==> config.mk <==
export PLATFORM = sky130hd
export DESIGN_NAME = ssk_ram
export DESIGN_NICKNAME = d
export VERILOG_FILES = /design/src/rtl/subsequence_string_kernel_macros.svh /design/src/rtl/ssk_ram.sv
export SDC_FILE = /design/constraint.sdc
export NUM_CORES = 1
export LEC_CHECK = 0
export BUFFER_PORTS_ARGS = -buffer_cell sky130_fd_sc_hd__clkbuf_2
export CAP_MARGIN = 5
export CELL_PAD_IN_SITES_DETAIL_PLACEMENT = 0
export CELL_PAD_IN_SITES_GLOBAL_PLACEMENT = 1
export CORE_ASPECT_RATIO = 0.7
export CORE_MARGIN = 1
export CORE_UTILIZATION = 35
export DETAILED_ROUTE_END_ITERATION = 8
export PLACE_DENSITY = 0.57
export SYNTH_ARGS = -nofsm -noshare
export SYNTH_HDL_FRONTEND = slang
export SYNTH_SLANG_ARGS = --single-unit
==> constraint.sdc <==
create_clock -name aclk -period 5.8 [get_ports aclk]
set_clock_uncertainty 0.1 [all_clocks]
set_input_delay 1.16 -clock aclk [delete_from_list [all_inputs] [get_ports aclk]]
set_output_delay 1.16 -clock aclk [all_outputs]
set_load 0.05 [all_outputs]
==> src/rtl/subsequence_string_kernel_macros.svh <==
// ----------------------------------------------------------------------------
// Subsequence string kernel assertion macros
// Shared concurrent assertion forms for the kernel RTL.
// ----------------------------------------------------------------------------
`ifndef SUBSEQUENCE_STRING_KERNEL_MACROS_SVH
`define SUBSEQUENCE_STRING_KERNEL_MACROS_SVH

// Same-cycle implication, disabled during reset.
`define SSK_ASSERT_NOW(label, clk, rstn, ante, cons, msg) \
    label: assert property (@(posedge clk) disable iff (!rstn) (ante) |-> (cons)) \
        else $error(msg);

// Next-cycle implication, disabled during reset.
`define SSK_ASSERT_NEXT(label, clk, rstn, ante, cons, msg) \
    label: assert property (@(posedge clk) disable iff (!rstn) (ante) |=> (cons)) \
        else $error(msg);

`endif

==> src/rtl/ssk_ram.sv <==
// ----------------------------------------------------------------------------
// ssk_ram
// Generic single-write, single-read RAM with a registered read port.
// ----------------------------------------------------------------------------
`default_nettype none

module ssk_ram #(
    parameter int WIDTH = 8,
    parameter int DEPTH = 64
) (
    input  wire logic                     aclk,
    input  wire logic                     we,
    input  wire logic [$clog2(DEPTH)-1:0] waddr,
    input  wire logic [WIDTH-1:0]         wdata,
    input  wire logic [$clog2(DEPTH)-1:0] raddr,
    output logic      [WIDTH-1:0]         rdata
);

    logic [WIDTH-1:0] mem [DEPTH];

    // Write and registered read.
    always_ff @(posedge aclk) begin
        if (we) begin
            mem[waddr] <= wdata;
        end
        rdata <= mem[raddr];
    end

endmodule

`default_nettype wire

==> impl_metrics.env <==
export IMPL_period_share_pct=61.4
export IMPL_powerDensity_nw_per_um2=343
export IMPL_relSlewSlack_pct=19.5
export IMPL_rows=73
export IMPL_synthFlopType="edfxtp_1"
export IMPL_synth_area_leaders="edfxtp_1 (76%), mux4_2 (14%), nor2_1 (1.5%)"
export IMPL_grt_pass1_wl_mm=71.3
export IMPL_synth_top_area_share_pct=76.2
export IMPL_drt_iter0_drc=1095
export IMPL_syn_area_per_cell_um2=21.5
export IMPL_routedWlPerCell_um=27.4
export IMPL_clkTransAtPathRegs_ns=0.07
export IMPL_syn_inst=940
export IMPL_initial_utilization_pct=35.5
export IMPL_worstMarginPinSlew_ns=1.20
export IMPL_hold_ws_ns=0.782
export IMPL_grt_usage_pct=17.2
export IMPL_setup_viol=0
export IMPL_cts_tree="yes"
export IMPL_n_antenna_cell=0
export IMPL_yosys_warnings=0
export IMPL_die_w_um=289
export IMPL_netlist_area_um2=20200
export IMPL_status="finished, final reports clean"
export IMPL_crit_fanout=40
export IMPL_htree_levels=2
export IMPL_synth_edff_count=512
export IMPL_p_leak_nw=6.97
export IMPL_root_buffer="clkbuf_16"
export IMPL_report_final_slew_viol_count=0
export IMPL_hold_buffers=0
export IMPL_wl_mm=48.8
export IMPL_seq_area_um2=15500
export IMPL_fp_dieArea_um2=58600
export IMPL_portBuffers=29
export IMPL_core_area_um2=56800
export IMPL_r2r_cells=4
export IMPL_antenna_found_initial=1
export IMPL_p_clk_share_pct=41.1
export IMPL_irDropWorstVdd_mv=0.264
export IMPL_cts_buffers=49
export IMPL_grt_pass1_vias=9598
export IMPL_viasPerCell=5.30
export IMPL_final_area_um2=22700
export IMPL_cts_resized=0
export IMPL_nNetsFinal=1014
export IMPL_rsz0062_at_grt="no"
export IMPL_arrival_ns=3.87
export IMPL_nFillCells=5057
export IMPL_gp_congestion=0.787
export IMPL_firstDrtPassIters=5
export IMPL_vias=9428
export IMPL_synth_seq_area_share_pct=77.0
export IMPL_clock_latency_ns=0.57
export IMPL_cts_setup_buffers=0
export IMPL_layout_drive_gt1_share_pct=25.7
export IMPL_p_sw_w=0.00168
export IMPL_numClockSinks=520
export IMPL_hold_violations=0
export IMPL_syn_num_nets=962
export IMPL_final_min_clock_period_ns=3.56
export IMPL_cp_required_ns=6.11
export IMPL_setup_tns_ns=0
export IMPL_grt_max_degree=65
export IMPL_drv_cap=0
export IMPL_drcViolationCount=0
export IMPL_final_setup_worst_slack_ns=2.24
export IMPL_synthDistinctLibCells=40
export IMPL_power_frac_comb_pct=5.3
export IMPL_post_synth_top_area_cell="edfxtp_1"
export IMPL_synthToLayoutAreaGrowth_pct=12.5
export IMPL_crit_type="input pin to register"
export IMPL_io_pins=30
export IMPL_die_y_um=203
export IMPL_hpwl_mm=29.6
export IMPL_place_area_um2=21100
export IMPL_multi_input_area_um2=4320
export IMPL_cts_buffer_depth=3
export IMPL_dpl_worst_slack_ns=1.76
export IMPL_final_cells=1779
export IMPL_hold_path_class="register to register"
export IMPL_power_frac_seq_pct=53.6
export IMPL_placed_cells=1691
export IMPL_sw_frac_of_total_pct=21.5
export IMPL_p_int_w=0.00611
export IMPL_async_flop_share_pct=0
export IMPL_cp_end_kind="register"
export IMPL_grt_remaining_overflow=0
export IMPL_ant_nets=0
export IMPL_synth_seq_cells=520
export IMPL_holdPathStages=3
export IMPL_fmax_ghz=0.281
export IMPL_crit_path_start_kind="input pin"
==> metal layers <==
metal | GRT usage, % | wire length, µm | share of wire [%] | up-vias
met5 | 0 | 0 | 0 | -
met4 | 3.80 | 903 | 1.9 | 0
met3 | 3.56 | 3350 | 6.9 | 63
met2 | 23.6 | 20400 | 42 | 293
met1 | 27.6 | 24200 | 49 | 5039
li1 | - | - | - | 4033
==> power by group through the flow <==
| stage | logic (W) | registers [W] | clock network (W) |
|---|---|---|---|
| 6_report | 0.000414 | 0.00417 | 0.00320 |
| 5_1_grt | 0.000443 | 0.00417 | 0.00338 |
| 4_1_cts | 0.000421 | 0.00418 | 0.00325 |
| 3_5_place_dp | 0.000420 | 0.00426 | 0 |
| 3_3_place_gp | 0.000417 | 0.00426 | 0 |
| 2_1_floorplan | 0.000222 | 0.00427 | 0 |
==> worst max-delay path, cell delays in order <==
cell	delay, ns
buf_4	0.55
buf_4	0.47
mux4_2	0.35
nor2b_1	0.13
a2111oi_0	0.99
o41ai_1	0.15
==> cell type report <==
cell class	instances	share of cell area, %
well taps	750	4.14
multi-input cells	369	19.0
repair buffers	52	1.52
flip-flops and latches	520	68.5
clock buffers	60	5.72
clock inverters	28	1.14
==> registers in the layout, indices dropped and copies added, names as in the netlist <==
register	count
mem	512
rdata	8
==> synth_stat cells, types with 2 or more instances <==
cell / number
edfxtp_1: 512
mux4_2: 126
nor2_1: 83
mux2i_1: 23
nand2_1: 19
clkbuf_1: 17
nor2b_1: 14
buf_4: 13
mux2_2: 13
nand3_1: 13
buf_2: 11
dfxtp_1: 8
o221ai_1: 8
o22ai_1: 8
nand2b_1: 7
nor3_1: 7
a221oi_1: 6
a211oi_1: 4
buf_1: 4
buf_6: 4
a21oi_1: 3
a22oi_1: 3
nand3b_1: 3
o2111ai_1: 3
o2bb2ai_1: 3
a2111oi_0: 2
buf_12: 2
nand4_1: 2
nor4_1: 2
o21a_1: 2
o21ai_0: 2
o21ai_1: 2
o221a_2: 2
o32ai_1: 2
o41ai_1: 2
==> metrics by stage <==
step,total power (W),util (%)
floorplan,0.00449,-
global placement,0.00467,37.2
detailed placement,0.00468,37.2
CTS,0.00784,39.9
global route,0.00800,39.9
finish,0.00778,39.9
==> placed cells by master, fill, tap and decap left out, types with 4 or more instances in the layout <==
master / instances
edfxtp_1: 512
nor2_1: 83
clkinv_1: 9
mux2_2: 13
clkbuf_16: 49
clkbuf_8: 4
nand2_1: 19
clkbuf_1: 8
nand3_1: 13
a221oi_1: 6
buf_4: 24
nand2b_1: 7
o221ai_1: 8
bufinv_16: 5
clkinv_2: 13
nor2b_1: 14
mux4_2: 126
nor3_1: 7
o22ai_1: 8
clkbuf_2: 26
dfxtp_1: 8
a211oi_1: 4
mux2i_1: 23
==> cells by family after synthesis <==
| kind of cell | count (synthesis) | share of synthesized area [%] |
|---|---|---|
| multiplexers | 162 | 15.9 |
| AO/OA/AOI/OAI | 54 | 2.07 |
| flip-flops | 520 | 77.0 |
| buffers and inverters | 51 | 1.57 |
| AND/OR/NAND/NOR | 153 | 3.39 |
==> final timing paths <==
check,to,startpoint,slack (ns)
max,rdata[5],raddr[1],2.24
min,rdata[6],mem[30][6],0.78
max reg2reg,rdata[3],mem[2][3],3.42
min reg2reg,rdata[6],mem[30][6],0.78
Note: power is estimated with default switching activity, not from simulation.
