$ cat config.mk
export PLATFORM = sky130hd
export DESIGN_NAME = ssk_mul
export DESIGN_NICKNAME = d
export VERILOG_FILES = /design/src/rtl/subsequence_string_kernel_macros.svh /design/src/rtl/ssk_pkg.sv /design/src/rtl/ssk_mul.sv
export SDC_FILE = /design/constraint.sdc
export NUM_CORES = 1
export LEC_CHECK = 0
export BUFFER_PORTS_ARGS = -buffer_cell sky130_fd_sc_hd__buf_2
export CORE_ASPECT_RATIO = 0.9
export CORE_MARGIN = 4
export CORE_UTILIZATION = 47
export DETAILED_ROUTE_END_ITERATION = 10
export PLACE_DENSITY = 0.63
export SLEW_MARGIN = 40
export SYNTH_ARGS = -nofsm -noshare
export SYNTH_HDL_FRONTEND = slang
export SYNTH_SLANG_ARGS = --single-unit
export TNS_END_PERCENT = 5
$ cat constraint.sdc
create_clock -name aclk -period 9 [get_ports aclk]
set_input_delay 1.35 -clock aclk [delete_from_list [all_inputs] [get_ports aclk]]
set_output_delay 1.35 -clock aclk [all_outputs]
set_load 0.005 [all_outputs]
$ cat src/rtl/subsequence_string_kernel_macros.svh
// ----------------------------------------------------------------------------
// Subsequence string kernel assertion macros
// Shared concurrent assertion forms for the kernel RTL.
// ----------------------------------------------------------------------------
`ifndef SUBSEQUENCE_STRING_KERNEL_MACROS_SVH
`define SUBSEQUENCE_STRING_KERNEL_MACROS_SVH

// Same-cycle implication, disabled during reset.
`define SSK_ASSERT_NOW(label, clk, rstn, ante, cons, msg) \
    label: assert property (@(posedge clk) disable iff (!rstn) (ante) |-> (cons)) \
        else $error(msg);

// Next-cycle implication, disabled during reset.
`define SSK_ASSERT_NEXT(label, clk, rstn, ante, cons, msg) \
    label: assert property (@(posedge clk) disable iff (!rstn) (ante) |=> (cons)) \
        else $error(msg);

`endif

$ cat src/rtl/ssk_pkg.sv
// ----------------------------------------------------------------------------
// ssk_pkg
// Types and constants shared by the subsequence string kernel modules.
// ----------------------------------------------------------------------------
`default_nettype none

package ssk_pkg;

    // Default sizes.
    localparam int DEF_MAX_STR_LEN = 64;
    localparam int DEF_MAX_SUBSEQ  = 16;
    localparam int DEF_FRAC_BITS   = 16;
    localparam int DEF_VALUE_WIDTH = 48;

    // Fixed field widths.
    localparam int REQ_W    = 2;
    localparam int CHAR_W   = 8;
    localparam int SUBSEQ_W = 5;
    localparam int LAM_W    = 17;
    localparam int CHUNK_W  = 16;

    // Register reset values.
    localparam logic [SUBSEQ_W-1:0] RST_SUBSEQ_LEN = 5'd2;
    localparam logic [LAM_W-1:0]    RST_DECAY      = 17'd32768;

    // Request codes.
    localparam logic [REQ_W-1:0] REQ_FIRST   = 2'd0;
    localparam logic [REQ_W-1:0] REQ_SECOND  = 2'd1;
    localparam logic [REQ_W-1:0] REQ_COMPUTE = 2'd2;

    // Register indexes.
    localparam logic REG_SUBSEQ_LEN = 1'b0;
    localparam logic REG_DECAY      = 1'b1;

    // Sequencer states.
    typedef enum logic [3:0] {
        ST_IDLE,
        ST_LAM2,
        ST_C_RD,
        ST_C_CAP,
        ST_C_MUL,
        ST_U_RD1,
        ST_U_RD2,
        ST_U_CAP,
        ST_U_MT,
        ST_U_MR,
        ST_U_MB,
        ST_DONE
    } state_t;

    // Status from the multiplier unit.
    typedef struct packed {
        logic done;
        logic sat;
    } mul_stat_t;

endpackage

`default_nettype wire

$ cat src/rtl/ssk_mul.sv
// ----------------------------------------------------------------------------
// ssk_mul
// Iterative fixed point multiplier: one 16-bit slice of the wide operand per
// cycle, most significant slice first, then scaling and saturation.
// ----------------------------------------------------------------------------
`default_nettype none

module ssk_mul
    import ssk_pkg::*;
#(
    parameter int VALUE_WIDTH = DEF_VALUE_WIDTH,
    parameter int FRAC_BITS   = DEF_FRAC_BITS,
    parameter int A_W         = LAM_W
) (
    input  wire logic                   aclk,
    input  wire logic                   aresetn,
    input  wire logic                   start,
    input  wire logic [A_W-1:0]         a,
    input  wire logic [VALUE_WIDTH-1:0] b,
    output logic      [VALUE_WIDTH-1:0] result,
    output mul_stat_t                   stat
);

    localparam int NCH   = (VALUE_WIDTH + CHUNK_W - 1) / CHUNK_W;
    localparam int BW    = NCH * CHUNK_W;
    localparam int PW    = A_W + BW;
    localparam int SW    = FRAC_BITS + VALUE_WIDTH + 1;
    localparam int ACC_W = (PW > SW) ? PW : SW;
    localparam int CW    = $clog2(NCH + 1);

    logic [A_W-1:0]         a_reg;
    logic [BW-1:0]          b_sh_reg, b_sh_next;
    logic [ACC_W-1:0]       acc_reg, acc_next;
    logic [CW-1:0]          cnt_reg, cnt_next;
    logic                   done_reg, done_next;
    logic [A_W+CHUNK_W-1:0] prod;

    assign prod = a_reg * b_sh_reg[BW-1 -: CHUNK_W];

    // Shift-accumulate step.
    always_comb begin
        b_sh_next = b_sh_reg;
        acc_next  = acc_reg;
        cnt_next  = cnt_reg;
        done_next = 1'b0;
        if (start) begin
            b_sh_next = BW'(b);
            acc_next  = '0;
            cnt_next  = CW'(NCH);
        end else if (cnt_reg != '0) begin
            b_sh_next = b_sh_reg << CHUNK_W;
            acc_next  = (acc_reg << CHUNK_W) + ACC_W'(prod);
            cnt_next  = cnt_reg - 1'b1;
            done_next = (cnt_reg == CW'(1));
        end
    end

    always_ff @(posedge aclk) begin
        if (!aresetn) begin
            cnt_reg  <= '0;
            done_reg <= 1'b0;
        end else begin
            cnt_reg  <= cnt_next;
            done_reg <= done_next;
        end
        if (start) begin
            a_reg <= a;
        end
        b_sh_reg <= b_sh_next;
        acc_reg  <= acc_next;
    end

    // Scale down and saturate.
    always_comb begin
        stat.done = done_reg;
        stat.sat  = |acc_reg[ACC_W-1:FRAC_BITS+VALUE_WIDTH];
        result    = stat.sat ? {VALUE_WIDTH{1'b1}} : acc_reg[FRAC_BITS +: VALUE_WIDTH];
    end

endmodule

`default_nettype wire

==> out/results.ini <==
[outcome]
status = finished clean

[cells_and_area]
fin_cells = 2191
fillerInstances = 3036
drive_gt1_frac = 0.141
area_growth_pct = 9.73
diodes = 0
largest_reg_flops = 65
finalNetCount = 2172

[timing]
slew_headroom = 0.498
rsz0062_at_grt = no
clock.fmax_ghz = 0.141
finalCritPeriodShare = 0.788
slew_violations = 0
fin_skew_ns = 0.0121
finalHoldViolations = 0
tns_ns = 0
min_period_ns = 7.09
setup_viol = 0
worstMarginPinSlew_ns = 0.753

[floorplan]
pin_count = 118
die_area_um2 = 36300
initial_utilization = 0.476
die_h_um = 181
coreArea_um2 = 32900
die_w_um = 200
num_rows = 63

[global_routing]
grt.overflow.total = 0
grt_pass1_wl_um = 63400
grt_pass1_vias = 12004
track_usage = 0.217
grt_max_degree = 62
antenna_found_initial = 1

[cts]
cts_tree = built
cts_sinks = 133
cts_setup_buffers = 0
cts_buffers = 17
clk_pin_slew_worst_paths_ns = 0.07
cts_hold_buf = 0
cts_root_buf = clkbuf_16
postCtsResizedCells = 0
clk_path_buf_depth = 2
htree_num_levels = 4
clk_latency_ns = 0.44

[placed_design]
io_buffers = 117
hpwl_um = 29700
gp_congestion = 0.878
dp.cells = 2159

[hold_path]
min_from = acc_reg[52]$_SDFFE_PP0N_
worstHoldEndpoint = acc_reg[52]$_SDFFE_PP0N_
holdPathStages = 2
hp-class = reg -> reg

[worst_setup_path]
end_kind = flip-flop
required_ns = 9.35
worst_ep_arrival_time_ns = 7.44
crit_fanout = 17
reg2reg_depth = 20
start_kind = flip-flop
r2r_setup_slack_ns = 1.91
worstSetupPathType = reg -> reg
r2r-end = acc_reg[53]$_SDFFE_PP0N_
timing.rr.start = b_sh_reg[39]$_DFFE_PP_

[yosys]
async_reset_ff_frac = 0
ys.flop_type = dfxtp_1
synth_cells = 1690
synth_seq_cells = 133
synthDistinctLibCells = 65
synth-seq-area-share = 0.211
syn_area_um2 = 15700
ys_warn_count = 0
synth_edf_count = 65
avgSynthCellArea_um2 = 9.27
syn_nets = 2106

[detailed_routing]
ant_nets = 0
drt-pass1-iter-count = 5
num_vias = 11600
wl_um = 38600
initialDrtViolationCount = 737
post_drt_wl_per_cell_um = 17.6
drc = 0
vias_per_cell = 5.29

[job]
cap_violations = 0

-- worst max-delay path, cell delays in order (launching register included) --
cell and delay [ns]:
edfxtp_1 0.81, nand2_1 0.17, fa_1 0.58, inv_1 0.06, fa_1 0.50, inv_1 0.06
fa_1 0.53, inv_1 0.05, fa_1 0.46, fa_1 0.53, fa_1 0.49, ha_1 0.38
a21oi_1 0.16, o21ai_0 0.21, a2111oi_1 0.65, a211oi_2 0.23, o41ai_2 0.33, buf_4 0.28
nor3_1 0.09, xnor2_1 0.18, a211oi_1 0.25
-- per-stage QoR --
step	util	instance area, um2	setup slack (ns)	hold slack [ns]
2_1_floorplan	-	15700	2.49	0.417
3_3_place_gp	0.502	16500	2.07	0.433
3_5_place_dp	0.502	16500	2.00	0.439
4_1_cts	0.522	17200	1.95	0.453
5_1_grt	0.522	17200	1.54	0.492
6_report	0.522	17200	1.91	0.449
-- logic make-up (layout without fill, tap and decap cells) --
| kind of cell | count (synthesis) | in the layout | synth area share |
|---|---|---|---|
| simple gates | 550 | 550 | 0.177 |
| buf+inv | 392 | 471 | 0.0945 |
| fa+ha+maj | 348 | 348 | 0.386 |
| compound gates | 175 | 175 | 0.0744 |
| flops | 133 | 133 | 0.211 |
| xor+xnor | 51 | 51 | 0.0285 |
| mux | 41 | 41 | 0.0287 |
-- cells in the final DEF (no fill, tap or decap), types with 7 or more instances in the layout --
cell / instances
dfxtp_1: 67
inv_1: 315
and3_1: 8
a21oi_1: 50
mux2_2: 32
or2_2: 50
or3_1: 7
xor2_1: 16
nand4_1: 8
edfxtp_1: 65
buf_2: 116
fa_1: 225
nor3_1: 11
clkbuf_16: 17
o21ai_0: 37
nor2_1: 53
mux2i_1: 9
nand2_1: 206
and2_1: 164
nand3_1: 22
ha_1: 123
xnor2_1: 35
a21o_1: 25
buf_4: 7
-- layout make-up --
class | count | area (um2) | share of cell area
tap | 422 | 528 | 0.0307
clock inverter | 14 | 223 | 0.0130
multi-input combinational | 1165 | 10900 | 0.633
sequential | 133 | 3310 | 0.193
inverter | 316 | 1190 | 0.0690
timing repair buffer | 123 | 633 | 0.0368
clock buffer | 18 | 429 | 0.0250
-- cells in the mapped netlist, types with 3 or more instances --
library cell  count  area [um2]
a211oi_1          4        30.0
a21o_1           25         188
a21oi_1          50         250
a22o_1            4        35.0
a31oi_1           5        31.3
a32oi_1           4        35.0
and2_1          164        1030
and3_1            8        50.1
buf_1             7        26.3
clkbuf_1         66         248
dfxtp_1          68        1360
edfxtp_1         65        1950
fa_1            225        4500
ha_1            123        1540
inv_1           316        1190
mux2_2           32         360
mux2i_1           9        90.1
nand2_1         206         773
nand3_1          22         110
nand4_1           8        50.1
nor2_1           55         206
nor3_1           11        55.1
nor4_1            5        31.3
o211ai_1          5        37.5
o21a_1            4        30.0
o21ai_0          37         185
o21bai_1          5        37.5
o22ai_1           3        18.8
or2_2            50         313
or3_1             7        43.8
or4_1             4        30.0
xnor2_1          35         307
xor2_1           16         140
-- worst max path at each step --
stage                                to  slack (ns)              startpoint  cells past startpoint
6_report       acc_reg[53]$_SDFFE_PP0N_        1.91  b_sh_reg[39]$_DFFE_PP_                     20
3_5_place_dp   acc_reg[53]$_SDFFE_PP0N_        2.00     a_reg[13]$_DFFE_PP_                     20
2_1_floorplan  acc_reg[53]$_SDFFE_PP0N_        2.49  b_sh_reg[39]$_DFFE_PP_                     23
5_1_grt        acc_reg[53]$_SDFFE_PP0N_        1.54  b_sh_reg[39]$_DFFE_PP_                     20
4_1_cts        acc_reg[53]$_SDFFE_PP0N_        1.95     a_reg[13]$_DFFE_PP_                     20
3_3_place_gp   acc_reg[53]$_SDFFE_PP0N_        2.07     a_reg[13]$_DFFE_PP_                     20
-- per-layer routing --
| metal | part of all wire | global-route usage |
|---|---|---|
| met4 | 0.018 | 0.0545 |
| met1 | 0.45 | 0.309 |
| met2 | 0.47 | 0.345 |
| met3 | 0.059 | 0.0402 |
| met5 | 0 | 0 |
Power is not shown: default switching activity piles up to over one toggle a cycle in this logic, so the estimate is an artifact.
